==> config.mk <==
export PLATFORM = sky130hd
export DESIGN_NAME = http_response_header_checker_unit
export DESIGN_NICKNAME = d
export VERILOG_FILES = /design/src/hw/rtl/hrhc_pkg.sv /design/src/hw/rtl/hrhc_line_core.sv /design/src/hw/rtl/http_response_header_checker_unit.sv
export SDC_FILE = /design/constraint.sdc
export NUM_CORES = 1
export LEC_CHECK = 0
export BUFFER_PORTS_ARGS = -buffer_cell sky130_fd_sc_hd__buf_2
export CAP_MARGIN = 20
export CORE_MARGIN = 2
export CORE_UTILIZATION = 42
export CTS_CLUSTER_DIAMETER = 30
export DETAILED_ROUTE_END_ITERATION = 10
export SLEW_MARGIN = 20
export SYNTH_ARGS = -nofsm -noshare
export SYNTH_HDL_FRONTEND = slang
export SYNTH_HIERARCHICAL = 1
export SYNTH_SLANG_ARGS = --single-unit
==> constraint.sdc <==
create_clock -name clk -period 3.6 [get_ports clk]
set_input_delay 0.72 -clock clk [delete_from_list [all_inputs] [get_ports clk]]
set_output_delay 0.72 -clock clk [all_outputs]
set_load 0.05 [all_outputs]
==> src/hw/rtl/hrhc_pkg.sv <==
// Package for the HTTP response header checker.
// Holds the transfer payload types, the line phase enum and shared constants.
// No dependencies.
package hrhc_pkg;

	// Default width of the saturating header line counters
	localparam int COUNT_WIDTH_DEF = 16;

	// Widths of the result fields
	localparam int VERSION_W = 4;
	localparam int CODE_W    = 10;
	localparam int HCOUNT_W  = 16;

	// Character codes
	localparam logic [7:0] CH_LF    = 8'd10;
	localparam logic [7:0] CH_COLON = 8'd58;

	// Status line layout: "HTTP/1." then digit, ws, three digits, ws
	localparam logic [3:0] POS_VERSION  = 4'd7;
	localparam logic [3:0] POS_WS_A     = 4'd8;
	localparam logic [3:0] POS_CODE_LO  = 4'd9;
	localparam logic [3:0] POS_CODE_HI  = 4'd11;
	localparam logic [3:0] POS_WS_B     = 4'd12;
	localparam logic [3:0] STATUS_MIN   = 4'd13;
	localparam logic [3:0] POS_MAX      = 4'd15;

	// "HTTP/1." indexed by position, byte 0 in the low bits
	localparam logic [55:0] STATUS_PREFIX = 56'h2E_31_2F_50_54_54_48;

	// Line phase
	typedef enum logic [1:0] {
		PH_STATUS = 2'd0,
		PH_HEADER = 2'd1,
		PH_FAILED = 2'd2
	} phase_t;

	// One input transfer
	typedef struct packed {
		logic [7:0] data_byte;
		logic       end_of_stream;
	} hdr_item_t;

	// One summary result transfer
	typedef struct packed {
		logic                status_line_present;
		logic                status_line_valid;
		logic [VERSION_W-1:0] minor_version;
		logic [CODE_W-1:0]    status_code;
		logic [HCOUNT_W-1:0]  valid_headers;
		logic [HCOUNT_W-1:0]  invalid_headers;
	} res_item_t;

	// Expected prefix byte at a position below seven
	function automatic logic [7:0] prefix_byte(input logic [2:0] idx);
		prefix_byte = STATUS_PREFIX[{idx, 3'b000} +: 8];
	endfunction

endpackage

==> src/hw/rtl/hrhc_line_core.sv <==
// Per-byte line state and counters of the HTTP response header checker.
// Updates once per stepped byte and builds the summary on end of stream.
// Depends on hrhc_pkg.
module hrhc_line_core #(
	parameter int COUNT_WIDTH = hrhc_pkg::COUNT_WIDTH_DEF
) (
	input  logic                  clk,
	input  logic                  arst_n,
	input  logic                  step,
	input  hrhc_pkg::hdr_item_t   item,
	output hrhc_pkg::res_item_t   summary
);

	hrhc_pkg::phase_t                 phase_q, phase_d;
	logic [3:0]                       pos_q, pos_d;
	logic                             pending_q, pending_d;
	logic                             status_ok_q, status_ok_d;
	logic [hrhc_pkg::VERSION_W-1:0]   version_q, version_d;
	logic [hrhc_pkg::CODE_W-1:0]      code_q, code_d;
	logic                             colon_q, colon_d;
	logic                             key_ne_q, key_ne_d;
	logic [1:0]                       bac_q, bac_d;
	logic                             space_q, space_d;
	logic [COUNT_WIDTH-1:0]           vcnt_q, vcnt_d;
	logic [COUNT_WIDTH-1:0]           icnt_q, icnt_d;

	// Values after closing the current line
	hrhc_pkg::phase_t                 fin_phase;
	logic [COUNT_WIDTH-1:0]           fin_vcnt, fin_icnt;
	logic                             hdr_ok;
	// Values seen by the summary
	hrhc_pkg::phase_t                 eos_phase;
	logic [COUNT_WIDTH-1:0]           eos_vcnt, eos_icnt;
	logic [31:0]                      vcnt_wide, icnt_wide;

	logic [7:0] b;
	logic       b_ws;
	logic       b_digit;

	assign b       = item.data_byte;
	assign b_ws    = (b == 8'd32) || ((b >= 8'd9) && (b <= 8'd13));
	assign b_digit = (b >= 8'd48) && (b <= 8'd57);

	// Line close: status decision or header count update
	always_comb begin
		hdr_ok    = colon_q && key_ne_q && space_q && (bac_q >= 2'd2);
		fin_phase = phase_q;
		fin_vcnt  = vcnt_q;
		fin_icnt  = icnt_q;
		unique case (phase_q)
			hrhc_pkg::PH_STATUS: begin
				fin_phase = (status_ok_q && (pos_q >= hrhc_pkg::STATUS_MIN)) ?
					hrhc_pkg::PH_HEADER : hrhc_pkg::PH_FAILED;
			end
			hrhc_pkg::PH_HEADER: begin
				if (hdr_ok) begin
					if (vcnt_q != '1) fin_vcnt = vcnt_q + 1'b1;
				end else begin
					if (icnt_q != '1) fin_icnt = icnt_q + 1'b1;
				end
			end
			hrhc_pkg::PH_FAILED: begin
			end
			default: begin
			end
		endcase
	end

	// Summary: an unfinished line is closed first
	always_comb begin
		eos_phase = pending_q ? fin_phase : phase_q;
		eos_vcnt  = pending_q ? fin_vcnt : vcnt_q;
		eos_icnt  = pending_q ? fin_icnt : icnt_q;
		vcnt_wide = 32'(eos_vcnt);
		icnt_wide = 32'(eos_icnt);

		summary.status_line_present = (eos_phase != hrhc_pkg::PH_STATUS);
		summary.status_line_valid   = (eos_phase == hrhc_pkg::PH_HEADER);
		summary.minor_version = summary.status_line_valid ? version_q : '0;
		summary.status_code   = summary.status_line_valid ? code_q : '0;
		summary.valid_headers   = (vcnt_wide > 32'h0000_FFFF) ? 16'hFFFF : vcnt_wide[15:0];
		summary.invalid_headers = (icnt_wide > 32'h0000_FFFF) ? 16'hFFFF : icnt_wide[15:0];
	end

	// Next state
	always_comb begin
		phase_d     = phase_q;
		pos_d       = pos_q;
		pending_d   = pending_q;
		status_ok_d = status_ok_q;
		version_d   = version_q;
		code_d      = code_q;
		colon_d     = colon_q;
		key_ne_d    = key_ne_q;
		bac_d       = bac_q;
		space_d     = space_q;
		vcnt_d      = vcnt_q;
		icnt_d      = icnt_q;

		if (step) begin
			if (item.end_of_stream) begin
				// back to reset after the summary
				phase_d     = hrhc_pkg::PH_STATUS;
				pos_d       = '0;
				pending_d   = 1'b0;
				status_ok_d = 1'b1;
				version_d   = '0;
				code_d      = '0;
				colon_d     = 1'b0;
				key_ne_d    = 1'b0;
				bac_d       = '0;
				space_d     = 1'b0;
				vcnt_d      = '0;
				icnt_d      = '0;
			end else if (b == hrhc_pkg::CH_LF) begin
				phase_d   = fin_phase;
				vcnt_d    = fin_vcnt;
				icnt_d    = fin_icnt;
				pos_d     = '0;
				pending_d = 1'b0;
				colon_d   = 1'b0;
				key_ne_d  = 1'b0;
				bac_d     = '0;
				space_d   = 1'b0;
			end else begin
				unique case (phase_q)
					hrhc_pkg::PH_STATUS: begin
						if (pos_q < hrhc_pkg::POS_VERSION) begin
							if (b != hrhc_pkg::prefix_byte(pos_q[2:0])) status_ok_d = 1'b0;
						end else if (pos_q == hrhc_pkg::POS_VERSION) begin
							if (b_digit) version_d = b[3:0];
							else status_ok_d = 1'b0;
						end else if ((pos_q == hrhc_pkg::POS_WS_A) ||
							(pos_q == hrhc_pkg::POS_WS_B)) begin
							if (!b_ws) status_ok_d = 1'b0;
						end else if ((pos_q >= hrhc_pkg::POS_CODE_LO) &&
							(pos_q <= hrhc_pkg::POS_CODE_HI)) begin
							// code * 10 + digit, kept to the field width
							if (b_digit) begin
								code_d = {code_q[6:0], 3'b000} + {code_q[8:0], 1'b0} +
									{6'b000000, b[3:0]};
							end else begin
								status_ok_d = 1'b0;
							end
						end
					end
					hrhc_pkg::PH_HEADER: begin
						if (!colon_q) begin
							if (b == hrhc_pkg::CH_COLON) begin
								colon_d  = 1'b1;
								key_ne_d = (pos_q != '0);
							end
						end else begin
							if (bac_q == 2'd0) space_d = b_ws;
							if (bac_q != 2'd3) bac_d = bac_q + 2'd1;
						end
					end
					hrhc_pkg::PH_FAILED: begin
					end
					default: begin
					end
				endcase
				pending_d = 1'b1;
				if (pos_q != hrhc_pkg::POS_MAX) pos_d = pos_q + 4'd1;
			end
		end
	end

	// State register
	always_ff @(posedge clk or negedge arst_n) begin
		if (!arst_n) begin
			phase_q     <= hrhc_pkg::PH_STATUS;
			pos_q       <= '0;
			pending_q   <= 1'b0;
			status_ok_q <= 1'b1;
			version_q   <= '0;
			code_q      <= '0;
			colon_q     <= 1'b0;
			key_ne_q    <= 1'b0;
			bac_q       <= '0;
			space_q     <= 1'b0;
			vcnt_q      <= '0;
			icnt_q      <= '0;
		end else begin
			phase_q     <= phase_d;
			pos_q       <= pos_d;
			pending_q   <= pending_d;
			status_ok_q <= status_ok_d;
			version_q   <= version_d;
			code_q      <= code_d;
			colon_q     <= colon_d;
			key_ne_q    <= key_ne_d;
			bac_q       <= bac_d;
			space_q     <= space_d;
			vcnt_q      <= vcnt_d;
			icnt_q      <= icnt_d;
		end
	end

	// End of stream leaves the block in its reset state
	a_eos_clears: assert property (@(posedge clk) disable iff (!arst_n)
		step && item.end_of_stream |=> (phase_q == hrhc_pkg::PH_STATUS) &&
		(vcnt_q == '0) && (icnt_q == '0) && !pending_q)
		else $error("state not cleared after end of stream");

	// Bytes after the colon are only counted once a colon was seen
	a_bac_colon: assert property (@(posedge clk) disable iff (!arst_n)
		(bac_q != 2'd0) || key_ne_q |-> colon_q)
		else $error("colon tracking inconsistent");

	// Header counters move only in the header phase
	a_cnt_phase: assert property (@(posedge clk) disable iff (!arst_n)
		phase_q != hrhc_pkg::PH_HEADER |-> (vcnt_q == '0) && (icnt_q == '0))
		else $error("header count outside header phase");

endmodule

==> src/hw/rtl/http_response_header_checker_unit.sv <==
// Top level of the HTTP response header checker.
// Input register, line state core and result register with valid/ready handshake.
// Depends on hrhc_pkg and hrhc_line_core.

// Checks an HTTP response header streamed one byte per transfer on the hdr channel.
// The first line must read "HTTP/1.", a digit, whitespace, three digits, whitespace;
// each line after a valid status line counts as a valid header when its first colon is not at the
// start, is followed by whitespace and at least one more byte. A transfer with
// end_of_stream set closes any unfinished line, yields one summary on the res
// channel and returns the block to its reset state. The block takes one byte per
// clock cycle while it is not stalled: each byte passes through an input register
// and a single state update. An end-of-stream transfer is held in the input
// register; when it steps the core, the summary is captured in the res register and
// res_valid rises. The res register lets byte transfers continue while a summary
// waits; only a second end-of-stream stalls until the first summary is taken.
module http_response_header_checker_unit #(
	parameter int COUNT_WIDTH = hrhc_pkg::COUNT_WIDTH_DEF
) (
	input  logic                 clk,
	input  logic                 arst_n,
	input  logic                 hdr_valid,
	output logic                 hdr_ready,
	input  hrhc_pkg::hdr_item_t  hdr_item,
	output logic                 res_valid,
	input  logic                 res_ready,
	output hrhc_pkg::res_item_t  res_item
);

	logic                 valid_s1;
	hrhc_pkg::hdr_item_t  item_s1;
	logic                 res_free;
	logic                 go_s1;
	hrhc_pkg::res_item_t  summary;
	hrhc_pkg::res_item_t  res_q;
	logic                 res_valid_q;

	// Stage 1 advances unless it holds an end of stream with the result slot full
	assign res_free  = !res_valid_q || res_ready;
	assign go_s1     = valid_s1 && (!item_s1.end_of_stream || res_free);
	assign hdr_ready = !valid_s1 || go_s1;

	// Input register
	always_ff @(posedge clk or negedge arst_n) begin
		if (!arst_n) begin
			valid_s1 <= 1'b0;
		end else if (hdr_valid && hdr_ready) begin
			valid_s1 <= 1'b1;
		end else if (go_s1) begin
			valid_s1 <= 1'b0;
		end
	end

	always_ff @(posedge clk) begin
		if (hdr_valid && hdr_ready) item_s1 <= hdr_item;
	end

	hrhc_line_core #(
		.COUNT_WIDTH(COUNT_WIDTH)
	) u_core (
		.clk     (clk),
		.arst_n  (arst_n),
		.step    (go_s1),
		.item    (item_s1),
		.summary (summary)
	);

	// Result register
	always_ff @(posedge clk or negedge arst_n) begin
		if (!arst_n) begin
			res_valid_q <= 1'b0;
		end else if (go_s1 && item_s1.end_of_stream) begin
			res_valid_q <= 1'b1;
		end else if (res_ready) begin
			res_valid_q <= 1'b0;
		end
	end

	always_ff @(posedge clk) begin
		if (go_s1 && item_s1.end_of_stream) res_q <= summary;
	end

	assign res_valid = res_valid_q;
	assign res_item  = res_q;

	// A new result only follows an end-of-stream step
	a_res_source: assert property (@(posedge clk) disable iff (!arst_n)
		$rose(res_valid_q) |-> $past(go_s1 && item_s1.end_of_stream))
		else $error("result without end of stream");

	// Backpressure only comes from a held end of stream
	a_ready_cause: assert property (@(posedge clk) disable iff (!arst_n)
		!hdr_ready |-> valid_s1 && item_s1.end_of_stream && res_valid_q)
		else $error("input stalled without cause");

	// A valid status line implies one was present
	a_valid_present: assert property (@(posedge clk) disable iff (!arst_n)
		res_valid_q && res_q.status_line_valid |-> res_q.status_line_present)
		else $error("valid status line not marked present");

endmodule
# [Word-level counts from Yosys, hierarchy flattened]
# Index checks and enable logic that the tools add are counted.
[word_totals] ff_bits=118 word_cells=173
[op_classes] addsub=6 order_cmp=9 n_eq_ne=20 n_shift=1 mux=70 n_reduce_logical=45
[ops] cell="$mux W16" count=12
[ops] cell="$mux W10" count=8
[ops] cell="$shiftx A56 B7 Y8 const A" count=1
[ops] cell="$mux W4" count=9
[ops] cell="$add A16 B1 Y16 const B" count=2
[ops] cell="$ne A16 B16 Y1 const B" count=2
[ops] cell="$mux W1" count=31
[ops] cell="$mux W2" count=10
[ops] cell="$reduce_bool A3 Y1" count=6
[ops] cell="$eq A8 B6 Y1 const B" count=2
[ops] cell="$reduce_bool A2 Y1" count=8
[ops] cell="$reduce_and A4 Y1" count=3
[ops] cell="$reduce_and A6 Y1" count=2
[ops] cell="$add A10 B10 Y10" count=1
[ops] cell="$add A10 B4 Y10" count=1
[ops] cell="$logic_and A1 B1 Y1" count=10
[ops] cell="$ne A2 B2 Y1 const B" count=5
[ops] cell="$eq A4 B4 Y1 const B" count=2
[ops] cell="$eq A8 B4 Y1 const B" count=1
[ops] cell="$ge A4 B4 Y1 const B" count=2
[ops] cell="$ge A8 B4 Y1 const B" count=1
[ops] cell="$ge A8 B6 Y1 const B" count=1
[ops] cell="$le A8 B4 Y1 const B" count=1
[ops] cell="$le A8 B6 Y1 const B" count=1
[ops] cell="other kinds (18)" count=29

# [Longest topological paths before layout]
# Gate-level depths: netlist of the first run.
[logic_depth] ltp_word=10 depth_mapped=10 mapped_depth_nobuf=9

# [Cells and area by module]
# Netlist of the first run, hierarchy kept.
[modules_own_cells] module="hrhc_line_core" n_inst=1 cells_per_inst=533 area_each_um2=4719.5
[modules_own_cells] module="http_response_header_checker_unit" n_inst=1 cells_per_inst=67 area_each_um2=1829.3

# [Worst setup path before layout of the first run]
# OpenSTA, ideal clock, no wires.
[synth_path] path_type="in2reg" start="in res_ready" end="reg res_q (netlist bit res_item[0]), enable pin" setup_ns=0.454 arrival_ns=2.934 required_time_ns=3.146 path_slack_ns=0.212 cell_stages=2 n_path_buf=0 path_cell_list="and2b_1 nor2_1"
[synth_between] elab_chain_len=4
[synth_lines] element="start: declaration" line="http_response_header_checker_unit.sv:25" source="input logic res_ready,"
[synth_lines] element="$logic_or A1 B1 Y1" line="http_response_header_checker_unit.sv:38" source="assign res_free = !res_valid_q || res_ready;"
[synth_lines] element="$logic_or A1 B1 Y1" line="http_response_header_checker_unit.sv:39" source="assign go_s1 = valid_s1 && (!item_s1.end_of_stream || res_free);"
[synth_lines] element="$logic_and A1 B1 Y1" line="http_response_header_checker_unit.sv:39"
[synth_lines] element="$logic_and A1 B1 Y1" line="http_response_header_checker_unit.sv:79" source="if (go_s1 && item_s1.end_of_stream) res_q <= summary;"
[synth_lines] element="end signal: assignment" line="http_response_header_checker_unit.sv:79"
[synth_lines] element="end: declaration" line="http_response_header_checker_unit.sv:34" source="hrhc_pkg::res_item_t res_q;"
# No other way between the ends.
# A chain may end at the register's enable or synchronous reset.

# [Final worst setup path of the first run]
[layout_path] start="reg item_s1[4] (netlist name)" end="reg u_core/code_q[8] (netlist name)"
[layout_between] elab_chain_len=9 elab_cells_between_ends=16
[layout_lines] element="start: declaration" line="http_response_header_checker_unit.sv:30" source="hrhc_pkg::hdr_item_t item_s1;"
[layout_lines] element="start signal: assignment" line="http_response_header_checker_unit.sv:54" source="if (hdr_valid && hdr_ready) item_s1 <= hdr_item;"
[layout_lines] element="$add A10 B4 Y10" line="hrhc_line_core.sv:140" source="code_d = {code_q[6:0], 3'b000} + {code_q[8:0], 1'b0} +"
[layout_lines] element="$mux W10" line="hrhc_line_core.sv:139" source="if (b_digit) begin"
[layout_lines] element="$mux W10" line="hrhc_line_core.sv:136" source="end else if ((pos_q >= hrhc_pkg::POS_CODE_LO) &&"
[layout_lines] element="$mux W10" line="hrhc_line_core.sv:133" source="end else if ((pos_q == hrhc_pkg::POS_WS_A) ||"
[layout_lines] element="$mux W10" line="hrhc_line_core.sv:130" source="end else if (pos_q == hrhc_pkg::POS_VERSION) begin"
[layout_lines] element="$mux W10" line="hrhc_line_core.sv:128" source="if (pos_q < hrhc_pkg::POS_VERSION) begin"
[layout_lines] element="$mux W10" line="hrhc_line_core.sv:126" source="unique case (phase_q)"
[layout_lines] element="$mux W10" line="hrhc_line_core.sv:115" source="end else if (b == hrhc_pkg::CH_LF) begin"
[layout_lines] element="$mux W10" line="hrhc_line_core.sv:101" source="if (item.end_of_stream) begin"
[layout_lines] element="end signal: assignment" line="hrhc_line_core.sv:190" source="code_q <= code_d;"
[layout_lines] element="end: declaration" line="hrhc_line_core.sv:19" source="logic [hrhc_pkg::CODE_W-1:0] code_q, code_d;"
# Several ways; a longest one is shown, not always the timed one. The select of a mux whose other input is x is not followed.

==> results of run 1 <==
[registers in the layout (all words and copies together), names as in the netlist]
signal	cells
item_s1	9
res_item	48
res_valid	1
u_core/bac_q	2
u_core/code_q	10
u_core/colon_q	1
u_core/icnt_q	16
u_core/key_ne_q	1
u_core/pending_q	1
u_core/phase_q	2
u_core/pos_q	4
u_core/space_q	1
u_core/status_ok_q	1
u_core/vcnt_q	16
u_core/version_q	4
valid_s1	1
[per-layer routing]
metal | part of all wire | global-route usage | wire length [um]
met1 | 0.47 | 0.264 | 6900
met2 | 0.47 | 0.292 | 6820
met3 | 0.044 | 0.0432 | 638
met4 | 0.017 | 0.0729 | 247
met5 | 0 | 0 | 0
[stage by stage]
| step | area, sq um | hold WS, ns |
|---|---|---|
| floorplan | 6550 | 0.424 |
| global placement | 7050 | 0.489 |
| detailed placement | 7050 | 0.489 |
| CTS | 7600 | 0.308 |
| global route | 7600 | 0.326 |
| finish | 7600 | 0.297 |
[layout by cell type (no fill, tap or decap), types with 7 or more instances in the layout]
cell type / synthesis / routed
buf_2: 6 / 62
xnor2_1: 24 / 24
edfxtp_1: 57 / 57
nand3_1: 22 / 22
dfrtp_1: 60 / 60
a31oi_1: 19 / 19
a22o_1: 7 / 7
a21oi_1: 27 / 27
clkbuf_1: 15 / 7
nor2_1: 37 / 36
nand4_1: 16 / 16
and4_1: 7 / 7
nor2b_1: 21 / 21
nor3_1: 12 / 12
ha_1: 24 / 24
buf_4: 0 / 10
inv_1: 20 / 20
nor4_1: 8 / 8
and2_1: 9 / 9
nand2_1: 38 / 38
nand2b_1: 7 / 7
clkbuf_16: 0 / 17
o21ai_0: 26 / 26
xor2_1: 10 / 10
mux2_2: 15 / 15
[path summary, 6_finish.rpt]
check | end | from | slack (ns)
setup / recovery | u_core/code_q[8]$_DFFE_PN0P_ | item_s1[4]$_DFFE_PP_ | 0.87
hold / removal | u_core/pos_q[1]$_DFFE_PN0P_ | arst_n | 0.30
setup reg to reg | u_core/code_q[8]$_DFFE_PN0P_ | item_s1[4]$_DFFE_PP_ | 0.87
hold reg to reg | u_core/version_q[1]$_DFFE_PN0P_ | u_core/version_q[1]$_DFFE_PN0P_ | 0.51
max in group asynchronous | u_core/status_ok_q$_DFFE_PN1P_ | arst_n | 2.50
min in group clk | item_s1[8]$_DFFE_PP_ | hdr_item[8] | 0.48
[final cells by class]
type,count,area [sq um]
fill,1408,7610
sequential,118,3240
multi-input combinational,436,3120
clock buffer,27,493
timing repair buffer,72,385
tap,188,235
inverter,20,75.1
clock inverter,5,50.0
[report_power, final]
part	total [mW]	internal [mW]	switching (mW)
clock	1.55	0.997	0.557
sequential	1.57	1.50	0.0709
combinational	0.610	0.229	0.381
total	3.73	2.72	1.01
[kinds of logic (layout without fill, tap and decap cells)]
| family | after synthesis | after routing |
|---|---|---|
| AOI/OAI and AO/OA | 145 | 145 |
| xor gates and xnor gates | 34 | 34 |
| adders and majority gates | 26 | 26 |
| buffers and inverters | 46 | 124 |
| DFF | 118 | 118 |
| muxes | 18 | 18 |
| and+or+nand+nor | 213 | 213 |
==> impl_metrics.json, run 1 <==
{
  "initial_core_util": 0.431,
  "status": "finished clean",
  "drtAntennaViolNets": 0,
  "pre_cts_slack_ns": 0.701,
  "avgSynthCellArea_sq_um": 10.9,
  "async_flop_share": 0.517,
  "yosys-top-cells-area": "edfxtp_1, dfrtp_1, ha_1, xnor2_1, mux2_2",
  "gp_congestion": 0.858,
  "grt_pass1_wl_um": 24500,
  "post-route-util": 0.500,
  "cts_hold_buf": 0,
  "tightest_slew_ns": 0.812,
  "top_level_ports": 63,
  "fmax_ghz": 0.366,
  "row_count": 45,
  "die_width_um": 129,
  "clock_skew_ns": 0.00874,
  "vias": 4988,
  "dp.cells": 834,
  "routed_wirelength_um": 14600,
  "clk_pin_slew_ns": 0.05,
  "hold_violations": 0,
  "syn_area_sq_um": 6550,
  "power.density_nw_per_um2": 491,
  "ys_types": 75,
  "worst_ep_arrival_time_ns": 3.03,
  "htree_levels": 4,
  "drive_above_1_share": 0.198,
  "ff2ff_path_depth": 9,
  "wl_per_cell_um": 16.9,
  "clkSinkCount": 118,
  "critPathMaxStageDelay_ns": 0.55,
  "dp_hpwl_um": 10000,
  "crit_chain": "inv_1 -> fa_1 -> inv_1 -> fa_1 -> a211oi_1 -> o21bai_1 -> a21oi_1 -> xnor2_1 -> a22o_1",
  "final-max-slew-violation-count": 0,
  "finalCriticalPeriod_ns": 2.73,
  "ys_seq_area_frac": 0.495,
  "synthSimpleGateAreaFrac": 0.192,
  "synth_xor_area_frac": 0.0455,
  "min_path_type": "primary input to async pin",
  "tns_ns": 0,
  "worstSetupPathType": "flip-flop to flip-flop",
  "yosysTopAreaCellShare": 0.261,
  "worstSetupEndpointType": "flip-flop",
  "cts_root_buf": "clkbuf_16",
  "cp_num_cells": 9,
  "cp-start-kind": "flip-flop",
  "yosysTopAreaCell": "edfxtp_1",
  "path_buf_inv": 2,
  "io_buffers": 62,
  "grt_max_degree": 41,
  "maxCapViolations": 0,
  "cts_buffers": 17,
  "setup_viol": 0,
  "synth_top_flop_cell": "dfrtp_1",
  "vias_per_cell": 5.76,
  "nets": 704,
  "total_power_mw": 3.73,
  "clk_latency_ns": 0.42,
  "cp_data_required_time_ns": 3.90,
  "slew-limit-headroom": 0.455,
  "netlist_top_cells_count": "dfrtp_1, edfxtp_1, nand2_1",
  "synthAdderAreaFrac": 0.0520,
  "antenna_cells": 0,
  "drc": 0,
  "synthMuxAreaShare": 0.0306,
  "core_area_sq_um": 15200,
  "clk_path_buf_depth": 2,
  "yosys_warnings": 6,
  "min_period_over_period": 0.759,
  "syn_inst": 600,
  "grt_overflow": 0,
  "antenna_found_initial": 0,
  "grt_pass1_vias": 4743,
  "grt_use_total": 0.190,
  "syn_to_final_growth_pct": 16.0,
  "cts_tree": "done",
  "rsz0062_at_grt": "no",
  "synth_compound_area_frac": 0.155,
  "fin_cells": 866,
  "finalWorstSetupSlack_ns": 0.866,
  "slowest_stage": "fa_1",
  "cts_resized": 0,
  "die_area_sq_um": 16600,
  "irDropWorstVdd_mv": 0.307,
  "cp_max_fo": 8,
  "synth_edf_count": 57,
  "chipHeight_um": 129,
  "synth_nets": 639,
  "ys_ff_latch": 118,
  "critical_path.top_delay_family": "adder cells",
  "power.leakage_nw": 3.08,
  "yosys.cell_count.top_type": "dfrtp_1",
  "dr.pass1.iters": 5,
  "synth_top_family_by_area": "simple AND/OR/NAND/NOR gates",
  "cts_setup_buffers": 0,
  "first_iter_violations": 448
}
Note: power is estimated with default switching activity, not from simulation.
==> run 2: changes to the inputs <==
Clock period 3.6 ns to 2.3 ns, I/O delays scaled along.
==> run 2 against run 1 <==
Against the previous run: utilization rose by 4.0 points; total power rose by 72%; worst hold slack got worse by 0.25 ns; register-to-register slack got worse by 0.86 ns; critical path type unchanged; largest power group is now the clock network; highest routed layer unchanged.
==> impl_metrics.json, run 2 (synthesized netlist as in run 1, its figures left out) <==
{
  "grt_max_degree": 62,
  "syn_to_final_growth_pct": 25.2,
  "worst_ep_arrival_time_ns": 2.61,
  "rsz0062_at_grt": "yes",
  "cts_root_buf": "clkbuf_16",
  "grt_overflow": 0,
  "first_iter_violations": 378,
  "grt_pass1_wl_um": 26000,
  "seq_area_sq_um": 3240,
  "cpMostUsedCell": "inv_2",
  "finalCriticalPeriod_ns": 2.29,
  "cts_hold_buf": 0,
  "status": "finished clean",
  "largest_reg_flops": 48,
  "gp_congestion": 0.932,
  "tns_ns": 0,
  "vias": 5238,
  "drive_above_1_share": 0.282,
  "critical_path.top_delay_family": "adder cells",
  "fmax_ghz": 0.436,
  "antenna_found_initial": 0,
  "htree_levels": 4,
  "hold_violations": 0,
  "cts_tree": "done",
  "drtAntennaViolNets": 0,
  "dr.pass1.iters": 4,
  "clkSinkCount": 118,
  "wl_per_cell_um": 17.1,
  "grt_use_total": 0.201,
  "nets": 759,
  "multi_input_area_sq_um": 3180,
  "path_buf_inv": 2,
  "cp-start-kind": "flip-flop",
  "power.density_nw_per_um2": 782,
  "slew-limit-headroom": 0.614,
  "die_area_sq_um": 16600,
  "worstSetupEndpointType": "flip-flop",
  "chipHeight_um": 129,
  "routed_wirelength_um": 15700,
  "io_buffers": 62,
  "critPathMaxStageDelay_ns": 0.55,
  "power.leakage_nw": 3.41,
  "place_area_sq_um": 7480,
  "top_level_ports": 63,
  "row_count": 45,
  "nFillCells": 1331,
  "cp_max_fo": 3,
  "antenna_cells": 0,
  "initial_core_util": 0.431,
  "final_cell_mix": "buf_2, buf_4, dfrtp_1, edfxtp_1, nand2_1",
  "wl_met3_um": 653,
  "final_area_sq_um": 8200,
  "drc": 0,
  "wl_met1_um": 7320,
  "clk_latency_ns": 0.43,
  "clk_path_buf_depth": 2,
  "die_width_um": 129,
  "clock_skew_ns": 0.00745,
  "grt_pass1_vias": 5087,
  "clk_pin_slew_ns": 0.06,
  "min_path_type": "primary input to async pin",
  "slowest_stage": "fa_1",
  "maxCapViolations": 0,
  "cts_buffers": 17,
  "setup_viol": 0,
  "crit_chain": "inv_2 -> fa_1 -> inv_2 -> fa_2 -> a211oi_2 -> o21bai_1 -> a21oi_1 -> xnor2_1 -> a22o_1",
  "final-max-slew-violation-count": 0,
  "wl_met2_um": 7460,
  "worstSetupPathType": "flip-flop to flip-flop",
  "dp_hpwl_um": 10800,
  "core_area_sq_um": 15200,
  "cp_data_required_time_ns": 2.61,
  "routed.top_layer": "met4",
  "vias_per_cell": 5.69,
  "irDropWorstVdd_mv": 0.519,
  "tightest_slew_ns": 0.580,
  "min_period_over_period": 0.997
}
## run 2: final timing paths
path,start,endpoint,slack [ns],cells past startpoint
min in group clk,hdr_item[8],item_s1[8]$_DFFE_PP_,0.21,1
min reg2reg,u_core/version_q[0]$_DFFE_PN0P_,u_core/version_q[0]$_DFFE_PN0P_,0.50,1
max in group asynchronous,arst_n,u_core/status_ok_q$_DFFE_PN1P_,1.95,2
max reg2reg,item_s1[4]$_DFFE_PP_,u_core/code_q[8]$_DFFE_PN0P_,0.007,9
min,arst_n,u_core/pos_q[0]$_DFFE_PN0P_,0.05,2
max,item_s1[4]$_DFFE_PP_,u_core/code_q[8]$_DFFE_PN0P_,0.007,9
## run 2: timing repair
item	in CTS	in global routing
gates resized for setup	3	7
setup endpoints to repair	2	20
buffers inserted	3	3
cloned	0	0
pin swaps	6	11
## run 2: per-layer routing
layer / up-vias / track usage
met3: 24 / 0.0399
met5: - / 0
met2: 149 / 0.319
met1: 2557 / 0.270
li1: 2508 / -
met4: 0 / 0.0850
## run 2: report_power, final
part	leakage (nW)	internal (mW)	switching (mW)
Sequential	1.35	2.34	0.0905
Combinational	1.76	0.439	0.669
Clock	0.297	1.90	0.965
Total	3.41	4.68	1.72
## run 2: final cells by class
| cell class | count | share of cell area |
|---|---|---|
| tap | 188 | 0.0287 |
| sequential | 118 | 0.395 |
| clock inverter | 15 | 0.0256 |
| multi-input combinational | 436 | 0.387 |
| timing repair buffer | 127 | 0.102 |
| clock buffer | 17 | 0.0519 |
| inverter | 20 | 0.00916 |
## run 2: stage by stage
stage	setup slack, ns	hold WS (ns)	cells	power (mW)	utilization
finish	0.00673	0.0475	921	6.41	0.539
global route	-0.129	0.0751	921	6.68	0.539
CTS	0.00828	0.0572	919	6.45	0.537
detailed placement	-0.0129	0.493	884	3.54	0.492
global placement	0.0328	0.490	884	3.50	0.492
floorplan	-0.0285	0.164	600	3.22	-
==> run 3: changes to the inputs <==
Settings changed: REMOVE_ABC_BUFFERS from default to 1, SYNTH_HIERARCHICAL 1 to default.
==> run 3 against run 2 <==
Against the previous run: the flow now finishes with violations (negative setup slack); first-iteration DRC count rose by 43%; clock skew rose by 0.0024 ns; clock-buffer cell count rose by 4; total power rose by 0.85%; clock power fell by 5%.
==> impl_metrics.json, run 3 <==
{
  "status": "finished with violations",
  "violations": "negative setup slack",
  "cp-endpoint": "u_core.code_q[8]$_DFFE_PN0P_",
  "clkSinkCount": 118,
  "ys_seq_area_frac": 0.492,
  "synth_edf_count": 57,
  "ys_ff_latch": 118,
  "grt_pass1_wl_um": 24500,
  "avgSynthCellArea_sq_um": 10.6,
  "p_seq_frac": 0.387,
  "regToRegSetupSlack_ns": -0.03,
  "clk_path_buf_depth": 2,
  "yosys.cell_count.top_type": "nand2_1",
  "grt_pass1_vias": 5096,
  "antenna_found_initial": 0,
  "yosysTopAreaCell": "edfxtp_1",
  "routed.top_layer": "met4",
  "grt_max_degree": 44,
  "power.density_nw_per_um2": 789,
  "ys_types": 79,
  "irDropWorstVdd_mv": 0.445,
  "slew-limit-headroom": 0.587,
  "ff2ff_path_depth": 9,
  "dp.cells": 922,
  "grt_use_total": 0.185,
  "cp_max_fo": 2,
  "cp_data_required_time_ns": 2.60,
  "worst_ep_arrival_time_ns": 2.63,
  "die_area_sq_um": 16700,
  "first_iter_violations": 540,
  "gp_congestion": 0.893,
  "yosys_warnings": 0,
  "cp-start-kind": "flip-flop",
  "wl_met2_um": 7440,
  "clk_pin_slew_ns": 0.05,
  "rsz0062_at_grt": "yes",
  "crit_start": "u_core.code_q[2]$_DFFE_PN0P_",
  "grt_overflow": 0,
  "cts_buffers": 17,
  "power.leakage_nw": 3.43,
  "chipHeight_um": 129,
  "finalCriticalPeriod_ns": 2.33,
  "final_cell_mix": "nand2_1, buf_2, buf_4, dfrtp_1, edfxtp_1",
  "place_area_sq_um": 7480,
  "tightest_slew_ns": 0.619,
  "maxCapViolations": 0,
  "htree_levels": 4,
  "worstSetupPathType": "flip-flop to flip-flop",
  "dp_hpwl_um": 10500,
  "p_int_mw": 4.71,
  "cts_root_buf": "clkbuf_16",
  "dr.pass1.iters": 5,
  "final_area_sq_um": 8190,
  "netlist_top_cells_count": "nand2_1, dfrtp_1, edfxtp_1",
  "syn_area_sq_um": 6580,
  "cts_tree": "done",
  "top_level_ports": 63,
  "switchingPower_mw": 1.76,
  "syn_inst": 623,
  "p_clk_frac": 0.421,
  "largest_reg_flops": 48,
  "row_count": 45,
  "wl_met3_um": 614,
  "fmax_ghz": 0.429,
  "nets": 773,
  "core_area_sq_um": 15300,
  "io_buffers": 62,
  "fin_cells": 959,
  "finalWorstSetupSlack_ns": -0.0301,
  "pwr-share-comb": 0.192,
  "r2r_start": "u_core.code_q[2]$_DFFE_PN0P_",
  "routed_wirelength_um": 15300,
  "holdWs_ns": 0.0293,
  "drive_above_1_share": 0.258,
  "hold_violations": 0,
  "vias_per_cell": 5.51,
  "yosys-top-cells-area": "edfxtp_1, dfrtp_1, ha_1, nand2_1, xnor2_1",
  "antenna_cells": 0,
  "clk_latency_ns": 0.41,
  "clock_skew_ns": 0.00989,
  "drtAntennaViolNets": 0,
  "worstSetupEndpointType": "flip-flop",
  "wl_met1_um": 6960,
  "drc": 0,
  "die_width_um": 129,
  "min_path_type": "primary input to async pin",
  "async_flop_share": 0.517,
  "vias": 5280,
  "layout_commonest_cell": "nand2_1",
  "yosysTopAreaCellShare": 0.260,
  "synth_top_flop_cell": "dfrtp_1",
  "wl_per_cell_um": 15.9,
  "r2r-end": "u_core.code_q[8]$_DFFE_PN0P_",
  "cts_hold_buf": 0,
  "final-max-slew-violation-count": 0,
  "initial_core_util": 0.431,
  "min_period_over_period": 1.01,
  "setup_viol": 1,
  "syn_to_final_growth_pct": 24.5,
  "switching_share": 0.272
}
## run 3: changes by cell type after synthesis, sizes merged, moves of 12 or more
cell / before / now
nor2b: 21 / 3
buf: 8 / 28
clkbuf: 18 / 6
o21ai: 29 / 42
nand2: 38 / 66
nor2: 37 / 24
## run 3: worst min-delay path by stage
stage	from	end	slack (ns)	cells after the start
floorplan	arst_n	res_valid$_DFFE_PN0P_	0.16	0
global placement	arst_n	u_core.code_q[4]$_DFFE_PN0P_	0.46	1
detailed placement	arst_n	u_core.code_q[4]$_DFFE_PN0P_	0.47	1
CTS	arst_n	u_core.code_q[1]$_DFFE_PN0P_	0.02	1
global route	arst_n	u_core.code_q[1]$_DFFE_PN0P_	0.04	1
finish	arst_n	u_core.code_q[1]$_DFFE_PN0P_	0.03	1
## run 3: kinds of logic after synthesis
group                    Yosys count  synth area share
multiplexers                      18            0.0298
buffers and inverters             56            0.0390
AO/OA/AOI/OAI                    150             0.152
flip-flops                       118             0.492
adder cells (fa/ha/maj)           25            0.0498
AND/OR/NAND/NOR                  222             0.192
XOR/XNOR                          34            0.0452
## run 3: worst max-delay path, stage by stage (launching register included)
cell	delay (ns)
dfrtp_1	0.37
inv_2	0.06
fa_1	0.56
inv_2	0.06
fa_2	0.35
a211oi_2	0.27
o21bai_1	0.09
a21oi_1	0.19
xnor2_1	0.10
a22o_1	0.18
## run 3: layout make-up
type                       count  area (sq um)
clock buffer                  21           450
sequential                   118          3240
multi-input combinational    449          3160
tap                          211           264
timing repair buffer         127           840
inverter                      22          82.6
fill                        1323          7070
clock inverter                11           156
## run 3: routing by layer
layer,track usage,vias to the layer above
li1,-,2551
met1,0.248,2552
met3,0.0409,26
met2,0.295,151
met4,0.0697,0
met5,0,-
## run 3: metrics by stage
| stage | setup TNS [ns] | util | total power, mW | setup WS [ns] |
|---|---|---|---|---|
| final | -0.0301 | 0.537 | 6.46 | -0.0301 |
| after global routing | -0.412 | 0.537 | 6.76 | -0.131 |
| after CTS | 0 | 0.531 | 6.45 | 0.00640 |
| after detailed placement | -0.327 | 0.490 | 3.69 | -0.139 |
| after global placement | -0.200 | 0.490 | 3.66 | -0.123 |
| after floorplan | -93.73 | - | 3.30 | -1.81 |
## run 3: power groups by stage
stage | Sequential (mW) | Clock (mW) | Combinational [mW]
finish | 2.50 | 2.72 | 1.24
detailed placement | 2.54 | 0 | 1.15
CTS | 2.50 | 2.77 | 1.18
floorplan | 2.70 | 0 | 0.607
global route | 2.52 | 2.88 | 1.36
global placement | 2.53 | 0 | 1.12
## run 3: repair_timing
item | CTS | global route
pin swaps | 2 | 13
setup endpoints to repair | 4 | 8
buffers inserted | 1 | 4
gates resized for setup | 4 | 12
